**src/sv/ibt_pkg.sv**
```systemverilog
// Package for the interval booking table.
// Holds the request and response word types, status codes and defaults.
// No dependencies.
package ibt_pkg;

  localparam int SLOT_W = 31;
  localparam int STATUS_W = 2;
  localparam int DEF_TABLE_SLOTS = 64;

  localparam logic [STATUS_W-1:0] ST_BOOKED = 2'd0;
  localparam logic [STATUS_W-1:0] ST_OVERLAP = 2'd1;
  localparam logic [STATUS_W-1:0] ST_FULL = 2'd2;
  localparam logic [STATUS_W-1:0] ST_EMPTY = 2'd3;

  typedef struct packed {
    logic [SLOT_W-1:0] slot_start;
    logic [SLOT_W-1:0] slot_end;
  } req_t;

  typedef struct packed {
    logic [STATUS_W-1:0] status;
    logic booked;
  } rsp_t;

endpackage

```
**src/sv/interval_booking_table_core.sv**
```systemverilog
// Top level of the interval booking table: sequencer, store and compare unit.
// Depends on ibt_pkg, ibt_store and ibt_cmp.
//
// Usage:
//   A request word (req) is taken at a rising edge where start is high and busy
//   is low. The block holds busy high while it works on the request.
//   Each request gives one response word (rsp), shown for exactly one cycle
//   with done high; the receiver cannot stall it, so capture it then.
//   An empty or reversed interval answers in the cycle after it is taken.
//   Otherwise the stored intervals are read one per cycle from the store and
//   run through a single overlap compare unit; the scan state issues the reads
//   and collects the compare hits, then the decide state registers the
//   response.
//   A new request may be given in the cycle the response is shown.
//   Reset clears the entry count and the sequencer; stored data is not cleared,
//   and entries at or above the count are never read.
module interval_booking_table_core #(
  parameter int TABLE_SLOTS = ibt_pkg::DEF_TABLE_SLOTS
) (
  input  logic          clk,
  input  logic          rst,
  input  logic          start,
  output logic          busy,
  input  ibt_pkg::req_t req,
  output logic          done,
  output ibt_pkg::rsp_t rsp
);

  localparam int IDX_W = (TABLE_SLOTS > 1) ? $clog2(TABLE_SLOTS) : 1;
  localparam int CNT_W = $clog2(TABLE_SLOTS + 1);
  localparam logic [CNT_W-1:0] FULL_CNT = CNT_W'(TABLE_SLOTS);

  localparam logic [1:0] S_IDLE = 2'd0;
  localparam logic [1:0] S_SCAN = 2'd1;
  localparam logic [1:0] S_DECIDE = 2'd2;

  logic [1:0] state;
  ibt_pkg::req_t cur;
  logic [CNT_W-1:0] scan_idx;
  logic [CNT_W-1:0] count;
  logic rd_pend;
  logic hit;

  logic issue;
  logic wr_en;
  logic ovl;
  ibt_pkg::req_t rd_data;

  assign busy = (state != S_IDLE);
  assign issue = (state == S_SCAN) && (scan_idx < count);
  assign wr_en = (state == S_DECIDE) && !hit && (count != FULL_CNT);

  ibt_store #(
    .SLOTS (TABLE_SLOTS),
    .IDX_W (IDX_W)
  ) u_store (
    .clk     (clk),
    .wr_en   (wr_en),
    .wr_addr (count[IDX_W-1:0]),
    .wr_data (cur),
    .rd_en   (issue),
    .rd_addr (scan_idx[IDX_W-1:0]),
    .rd_data (rd_data)
  );

  ibt_cmp u_cmp (
    .req   (cur),
    .entry (rd_data),
    .ovl   (ovl)
  );

  always_ff @(posedge clk) begin
    if (rst) begin
      state <= S_IDLE;
      count <= '0;
      scan_idx <= '0;
      rd_pend <= 1'b0;
      hit <= 1'b0;
      done <= 1'b0;
    end else begin
      done <= 1'b0;
      case (state)
        S_IDLE: begin
          if (start) begin
            cur <= req;
            scan_idx <= '0;
            rd_pend <= 1'b0;
            hit <= 1'b0;
            if (req.slot_end <= req.slot_start) begin
              rsp.status <= ibt_pkg::ST_EMPTY;
              rsp.booked <= 1'b0;
              done <= 1'b1;
            end else begin
              state <= S_SCAN;
            end
          end
        end
        S_SCAN: begin
          if (issue) begin
            scan_idx <= scan_idx + 1'b1;
          end
          rd_pend <= issue;
          if (rd_pend && ovl) begin
            hit <= 1'b1;
          end
          if (!issue && !rd_pend) begin
            state <= S_DECIDE;
          end
        end
        S_DECIDE: begin
          if (hit) begin
            rsp.status <= ibt_pkg::ST_OVERLAP;
            rsp.booked <= 1'b0;
          end else if (count == FULL_CNT) begin
            rsp.status <= ibt_pkg::ST_FULL;
            rsp.booked <= 1'b0;
          end else begin
            rsp.status <= ibt_pkg::ST_BOOKED;
            rsp.booked <= 1'b1;
            count <= count + 1'b1;
          end
          done <= 1'b1;
          state <= S_IDLE;
        end
        default: begin
          state <= S_IDLE;
        end
      endcase
    end
  end

endmodule

```
**src/sv/ibt_store.sv**
```systemverilog
// Interval store for the booking table: one write port, one registered read port.
// Depends on ibt_pkg for the interval word type.
module ibt_store #(
  parameter int SLOTS = ibt_pkg::DEF_TABLE_SLOTS,
  parameter int IDX_W = (SLOTS > 1) ? $clog2(SLOTS) : 1
) (
  input  logic              clk,
  input  logic              wr_en,
  input  logic [IDX_W-1:0]  wr_addr,
  input  ibt_pkg::req_t     wr_data,
  input  logic              rd_en,
  input  logic [IDX_W-1:0]  rd_addr,
  output ibt_pkg::req_t     rd_data
);

  ibt_pkg::req_t mem [SLOTS];

  always_ff @(posedge clk) begin
    if (wr_en) begin
      mem[wr_addr] <= wr_data;
    end
  end

  always_ff @(posedge clk) begin
    if (rd_en) begin
      rd_data <= mem[rd_addr];
    end
  end

endmodule

```
**src/sv/ibt_cmp.sv**
```systemverilog
// Overlap compare unit shared across the scan of the booking table.
// Depends on ibt_pkg for the interval word type.
module ibt_cmp (
  input  ibt_pkg::req_t req,
  input  ibt_pkg::req_t entry,
  output logic          ovl
);

  assign ovl = (req.slot_start < entry.slot_end) && (entry.slot_start < req.slot_end);

endmodule

```
**config.mk**
```make
export PLATFORM = sky130hd
export DESIGN_NAME = interval_booking_table_core
export DESIGN_NICKNAME = d
export VERILOG_FILES = /design/src/sv/ibt_pkg.sv /design/src/sv/interval_booking_table_core.sv /design/src/sv/ibt_store.sv /design/src/sv/ibt_cmp.sv
export SDC_FILE = /design/constraint.sdc
export NUM_CORES = 2
export LEC_CHECK = 0
export BUFFER_PORTS_ARGS = -buffer_cell sky130_fd_sc_hd__buf_2
export CELL_PAD_IN_SITES_DETAIL_PLACEMENT = 1
export CELL_PAD_IN_SITES_GLOBAL_PLACEMENT = 1
export CORE_ASPECT_RATIO = 1.1
export CORE_MARGIN = 2
export CORE_UTILIZATION = 40
export CTS_CLUSTER_SIZE = 40
export DETAILED_ROUTE_END_ITERATION = 12
export PLACE_DENSITY = 0.56
export SYNTH_ARGS = -nofsm -noshare
export SYNTH_HDL_FRONTEND = slang
export SYNTH_SLANG_ARGS = --single-unit
export TNS_END_PERCENT = 20
```
**constraint.sdc**
```tcl
create_clock -name clk -period 12.02 [get_ports clk]
set_input_delay 0 -clock clk [delete_from_list [all_inputs] [get_ports clk]]
set_output_delay 0 -clock clk [all_outputs]
set_load 0.1 [all_outputs]
```
# Yosys cells after proc, flatten, opt, wreduce, memory -nomap -nowiden
# Memory sizes are Yosys's and may differ from the RTL's. A register that Yosys moved wholly into a read port is not among the register bits.
# Cells that the tools add are included.
op_classes:
  add_sub_neg: 2
  order_cmp: 4
  eq_ne: 10
  muxes: 21
  bitwise: 3
  reduce_logical: 20
ops:
  columns: ["cell", "n"]
  rows:
  - ["less-than comparator 31 bit", 2]
  - ["<= comparator 31 bit", 1]
  - ["AND reduction 3 bit", 5]
  - ["adder 7 x 1 -> 7 bit, second input constant", 2]
  - ["2-to-1 mux 7 bit", 2]
  - ["case mux 7 bit (2 select lines)", 1]
  - ["2-to-1 mux 3 bit", 4]
  - ["inequality test 2 bit, second input constant", 4]
  - ["equality test 7 bit, second input constant", 1]
  - ["less-than comparator 7 bit", 1]
  - ["inequality test 7 bit, second input constant", 1]
  - ["logical AND 1 bit", 6]
  - ["2-to-1 mux 1 bit", 6]
  - ["2-to-1 mux 2 bit", 3]
  - ["case mux 1 bit (2 select lines)", 3]
  - ["case mux 3 bit (2 select lines)", 1]
  - ["nonzero test 2 bit", 3]
  - ["inequality test 2 x 1 -> 1 bit, second input constant", 2]
  - ["case mux 2 bit (2 select lines)", 1]
  - ["AND reduction 4 bit", 1]
  - ["logical NOT 1 bit", 3]
  - ["NOT 1 bit", 3]
  - ["equality test 2 x 1 -> 1 bit, second input constant", 1]
  - ["equality test 2 bit, second input constant", 1]
  - ["other kinds (2)", 2]
word_totals:
  register_bits: 84
  ramBits: 3968
  input_bits: 65
  n_memories: 1
mem_list:
  columns: ["name", "depth", "word_bits", "read_ports", "rd_clocked_by_memory_dff", "write_ports", "line_no", "source"]
  rows:
  - ["u_store.mem", 64, 62, 1, 1, 1, "ibt_store.sv:16", "ibt_pkg::req_t mem [SLOTS];"]

# Longest topological paths before layout
depth:
  ltp_word: 6
  depth_mapped: 11
  mapped_depth_nobuf: 9

# Hierarchy
# A second synthesis with hierarchy kept.
hier_totals:
  cells_unflattened: 7160
  hier_area_um2: 157683.7
modules_own_cells:
  columns: ["module", "instances", "cells_per_inst", "area_per_inst_um2", "seq_area_each_um2"]
  rows:
  - ["ibt_store", 1, 6650, 152387.4, 121016.1]
  - ["interval_booking_table_core", 1, 301, 3767.4, 2332.2]
  - ["ibt_cmp", 1, 209, 1529.0, 0.0]

# Worst setup path after synthesis
# OpenSTA, ideal clock, no wires.
synth_path:
  path_kind: "register to register"
  start: "reg count[0]"
  end: "mem u_store.mem[0][0] (netlist name) (enable)"
  setup_time_ns: 0.482
  arrival_ns: 4.069
  required_time_ns: 11.538
  setup_slack_ns: 7.469
  stages_incl_launch_ff: 9
  path_cell_list: "dfxtp_1 -> clkbuf_1 -> inv_1 -> ha_1 -> nand4_1 -> nor2b_1 -> clkbuf_1 -> nand2_1 -> nor2_1"
synth_via:
  elab_chain_cells: 4
synth_lines:
  columns: ["element", "line_no", "source"]
  rows:
  - ["start, declared", "interval_booking_table_core.sv:40", "logic [CNT_W-1:0] count;"]
  - ["start signal, assigned", "interval_booking_table_core.sv:120", "count <= count + 1'b1;"]
  - ["inequality test 7 bit", "interval_booking_table_core.sv:51", "assign wr_en = (state == S_DECIDE) && !hit && (count != FULL_CNT);"]
  - ["logical AND 1 bit", "interval_booking_table_core.sv:51", null]
  - ["2-to-1 mux 1 bit", "ibt_store.sv:19", "if (wr_en) begin"]
  - ["2-to-1 mux 1 bit (not written as such)", "ibt_store.sv:20", "mem[wr_addr] <= wr_data;"]
  - ["end, declared", "ibt_store.sv:16", null]
# Parallel ways exist; a longest one is shown, timed or not.

# Worst setup path in the final report
layout_path:
  start: "reg scan_idx[0]"
  end: "reg, netlist name u_store.rd_data[5]"
layout_via:
  elab_chain_cells: 2
layout_lines:
  columns: ["element", "line_no", "source"]
  rows:
  - ["start, declared", "interval_booking_table_core.sv:39", "logic [CNT_W-1:0] scan_idx;"]
  - ["start signal, assigned", "interval_booking_table_core.sv:100", "scan_idx <= scan_idx + 1'b1;"]
  - ["less-than comparator 7 bit", "interval_booking_table_core.sv:50", "assign issue = (state == S_SCAN) && (scan_idx < count);"]
  - ["logical AND 1 bit", "interval_booking_table_core.sv:50", null]
# Parallel ways exist; a longest one is shown, timed or not.
# A chain may end at the register's enable or synchronous reset.

==> impl_metrics.env <==
export IMPL_status="finished, final reports clean"
export IMPL_worst_path_max_fanout=91
export IMPL_drt_pass1_iterations=7
export IMPL_final_layout_size_suffix_gt1_share_pct=28.0
export IMPL_largest_net_degree_at_the_start_of_global_routing=128
export IMPL_grt_antenna_before_repair=30
export IMPL_synth_cells=6765
export IMPL_maxCapViolCount=0
export IMPL_i_o_pins=70
export IMPL_power_per_cell_area_mw_per_mm2=165
export IMPL_fin_tns_setup_ps=0
export IMPL_syn_num_nets=6930
export IMPL_chipWidth_um=604
export IMPL_placer_s_final_routability_congestion_estimate=0.800
export IMPL_detailedPlacementHpwl_um=276000
export IMPL_critPathTopFamily="buffers and inverters"
export IMPL_first_global_vias=81400
export IMPL_ys_top_cells_by_area="edfxtp_1 (78%), mux4_2 (16%), ha_1 (0.79%)"
export IMPL_synth_enable_flop_cells=4095
export IMPL_worst_ir_drop_vdd_mv=0.127
export IMPL_cp_slowest_cell="dfxtp_4"
export IMPL_final_core_utilization_pct=45.9
export IMPL_max_clock_path_buffers=4
export IMPL_p_leak_nw=54.7
export IMPL_dr_total_vias=77600
export IMPL_cts_tree="built"
export IMPL_placement_rows=242
export IMPL_placed_cells_incl_taps=12000
export IMPL_dieArea_mm2=0.400
export IMPL_layout_min_cycle_time_ps=4930
export IMPL_route_detailed_drc=0
export IMPL_crit_path_end_kind="flop"
export IMPL_post_synth_top_area_fraction_pct=77.7
export IMPL_max_stage_delay_ps=880
export IMPL_post_layout_nonfiller_instances=13000
export IMPL_slew_limit_headroom_pct=4.19
export IMPL_vias_per_cell=5.99
export IMPL_postSynth_topFlopCell="edfxtp_1"
export IMPL_placement_io_buffers=69
export IMPL_rsz0062_at_grt="false"
export IMPL_tritoncts_num_buffers=427
export IMPL_slew_viol_final=0
export IMPL_cts_root_buffer_cell="clkbuf_16"
export IMPL_worst_clock_skew_ps=70.7
export IMPL_synth_top_cell_by_area="edfxtp_1"
export IMPL_ordered_list_of_cells_on_the_worst_path="buf_12 > buf_4 > buf_4 > mux4_2 > mux4_2 > o22ai_1 > nor2_1"
export IMPL_hold_violations=0
export IMPL_grt_first_pass_wirelength_um=686000
export IMPL_synthesis_area_mm2=0.158
export IMPL_route_final_wire_length_um=499000
export IMPL_num_fill_cells=35300
export IMPL_sum_of_overflow_across_all_layers_after_global_routing=0
export IMPL_cts_clk_slew_worst_paths_ps=60
export IMPL_cts_repair_resize_count=0
export IMPL_timing_setup_critical_path_class="flop to flop"
export IMPL_clock_sinks=4114
export IMPL_start_util_pct=40.1
export IMPL_final_net_count=7500
export IMPL_synth_cell_type_count=55
export IMPL_report_final_setup_viol=0
export IMPL_actual_slew_at_the_worst_max_slew_pin_ps=1430
export IMPL_detail_route_antenna_nets=0
export IMPL_min_delay_path_class="input pin to flop"
export IMPL_dieHeight_um=664
export IMPL_clk_latency_ps=1010
export IMPL_fin_hold_ws_ps=100
export IMPL_post_synthesis_register_bit_count=4114
export IMPL_route_detailed_wl_per_inst_um=38.5
export IMPL_achievable_frequency_ghz=0.203
export IMPL_synth_cell_count_leaders="edfxtp_1 (4,095), mux4_2 (1,109), a21oi_1 (138), nor2_1 (132), mux2i_1 (125)"
export IMPL_ys_async_sr_fraction_pct=0
export IMPL_overall_routing_resource_usage_pct=24.8
export IMPL_syn2layout_area_growth_pct=14.5
export IMPL_timing_critical_path_required_ps=12740
export IMPL_synth_warnings=0
export IMPL_post_synthesis_sequential_area_ratio_pct=78.0
export IMPL_drt_iter0_markers=9187
export IMPL_worstPathArrival_ps=5650
export IMPL_worstSetupStartpointType="flop"
export IMPL_worstPathBufferInverterCount=3
export IMPL_core_mm2=0.394
export IMPL_htree_num_levels=5
export IMPL_fin_crit_sh_pct=41.0
export IMPL_syn_avg_cell_area_um2=23.4
export IMPL_synth_most_common_cell="edfxtp_1"
export IMPL_power_total_mw=29.9
==> worst reg2reg max path, delay by kind of cell, from the launching register on <==
family / cells / cell delay (ps)
AOI/OAI and AO/OA: 1 / 380
and+or+nand+nor: 1 / 100
muxes: 2 / 1140
DFF: 1 / 880
buffers and inverters: 3 / 2170
==> registers in the layout, indices dropped and copies added, names as in the netlist <==
signal           cells
hit                  1
u_store.mem       3968
u_store.rd_data     62
state                2
done                 1
scan_idx             7
rsp                  3
count                7
rd_pend              1
cur                 62
==> path summary, 6_finish.rpt <==
check | startpoint | to | slack (ps) | cells after the start
worst max-delay path | scan_idx[0]$_SDFFE_PP0P_ | u_store.rd_data[5]$_DFFE_PP_ | 7090 | 7
worst min-delay path | rst | count[3]$_SDFFE_PP0P_ | 100 | 3
worst max register to register | scan_idx[0]$_SDFFE_PP0P_ | u_store.rd_data[5]$_DFFE_PP_ | 7090 | 7
worst min register to register | rd_pend$_SDFFE_PP0P_ | state[1]$_SDFFE_PP0P_ | 520 | 1
==> layout make-up <==
| class | instances | area, um^2 | share of cell area [%] |
|---|---|---|---|
| tap | 5246 | 6560 | 3.62 |
| inverter | 101 | 382 | 0.211 |
| multi-input combinational | 2208 | 33200 | 18.4 |
| antenna | 23 | 57.6 | 0.0318 |
| timing repair buffer | 483 | 3920 | 2.16 |
| clock inverter | 257 | 2490 | 1.38 |
| sequential | 4114 | 123000 | 68.1 |
| clock buffer | 522 | 11100 | 6.12 |
==> per-layer routing <==
| metal | up-vias | GRT usage, % | part of all wire, % |
|---|---|---|---|
| li1 | 30100 | - | - |
| met1 | 44000 | 34.3 | 41 |
| met2 | 2853 | 41.5 | 50 |
| met3 | 624 | 3.40 | 6.3 |
| met4 | 2 | 6.74 | 3.0 |
| met5 | - | 0 | 0.0036 |
==> metrics by stage <==
step	worst slack [ps]	instance area [um^2]
after floorplan	7470	158000
after global placement	6940	166000
after detailed placement	6960	166000
after CTS	6980	181000
after global routing	6750	181000
final	7090	181000
==> cells by family after synthesis <==
| group | share of synthesized area (%) |
|---|---|
| AO/OA/AOI/OAI | 1.88 |
| XOR/XNOR | 0.0498 |
| adder cells (fa/ha/maj) | 0.791 |
| buffers and inverters | 1.34 |
| flip-flops | 78.0 |
| multiplexers | 16.8 |
| AND/OR/NAND/NOR | 1.17 |
==> repair_timing <==
| action | in CTS | in global routing |
|---|---|---|
| setup endpoints to repair | 0 | 0 |
| buffers inserted | 0 | 0 |
| hold buffers | 126 | 0 |
| endpoints found under the hold margin | 93 | 0 |
==> report_power, final <==
group | switching [mW] | internal, mW | total [mW] | leakage (nW)
sequential | 0.0209 | 15.8 | 15.8 | 37.0
combinational | 0.607 | 0.449 | 1.06 | 11.1
clock | 5.67 | 7.38 | 13.0 | 6.61
total | 6.30 | 23.6 | 29.9 | 54.7
==> layout by cell type (no fill, tap or decap), types with 7 or more instances in the layout <==
cell type and n:
a211oi_1 116, a21o_1 12, a21oi_1 138, a221oi_1 20, a22oi_1 20, buf_12 12, buf_2 69, buf_4 276
bufinv_16 38, clkbuf_1 93, clkbuf_16 429, clkinv_1 122, clkinv_16 7, clkinv_2 62, clkinv_8 7, dfxtp_1 13
diode_2 23, dlygate4sd3_1 126, edfxtp_1 4095, ha_1 100, inv_1 98, inv_16 7, mux2_2 27, mux2i_1 125
mux4_2 1109, nand2_1 59, nand2b_1 9, nand3_1 31, nand4_1 19, nor2_1 65, nor2_4 66, nor2b_1 93
o21ai_0 54, o22ai_1 57
Power figures use the tool's default switching activity.
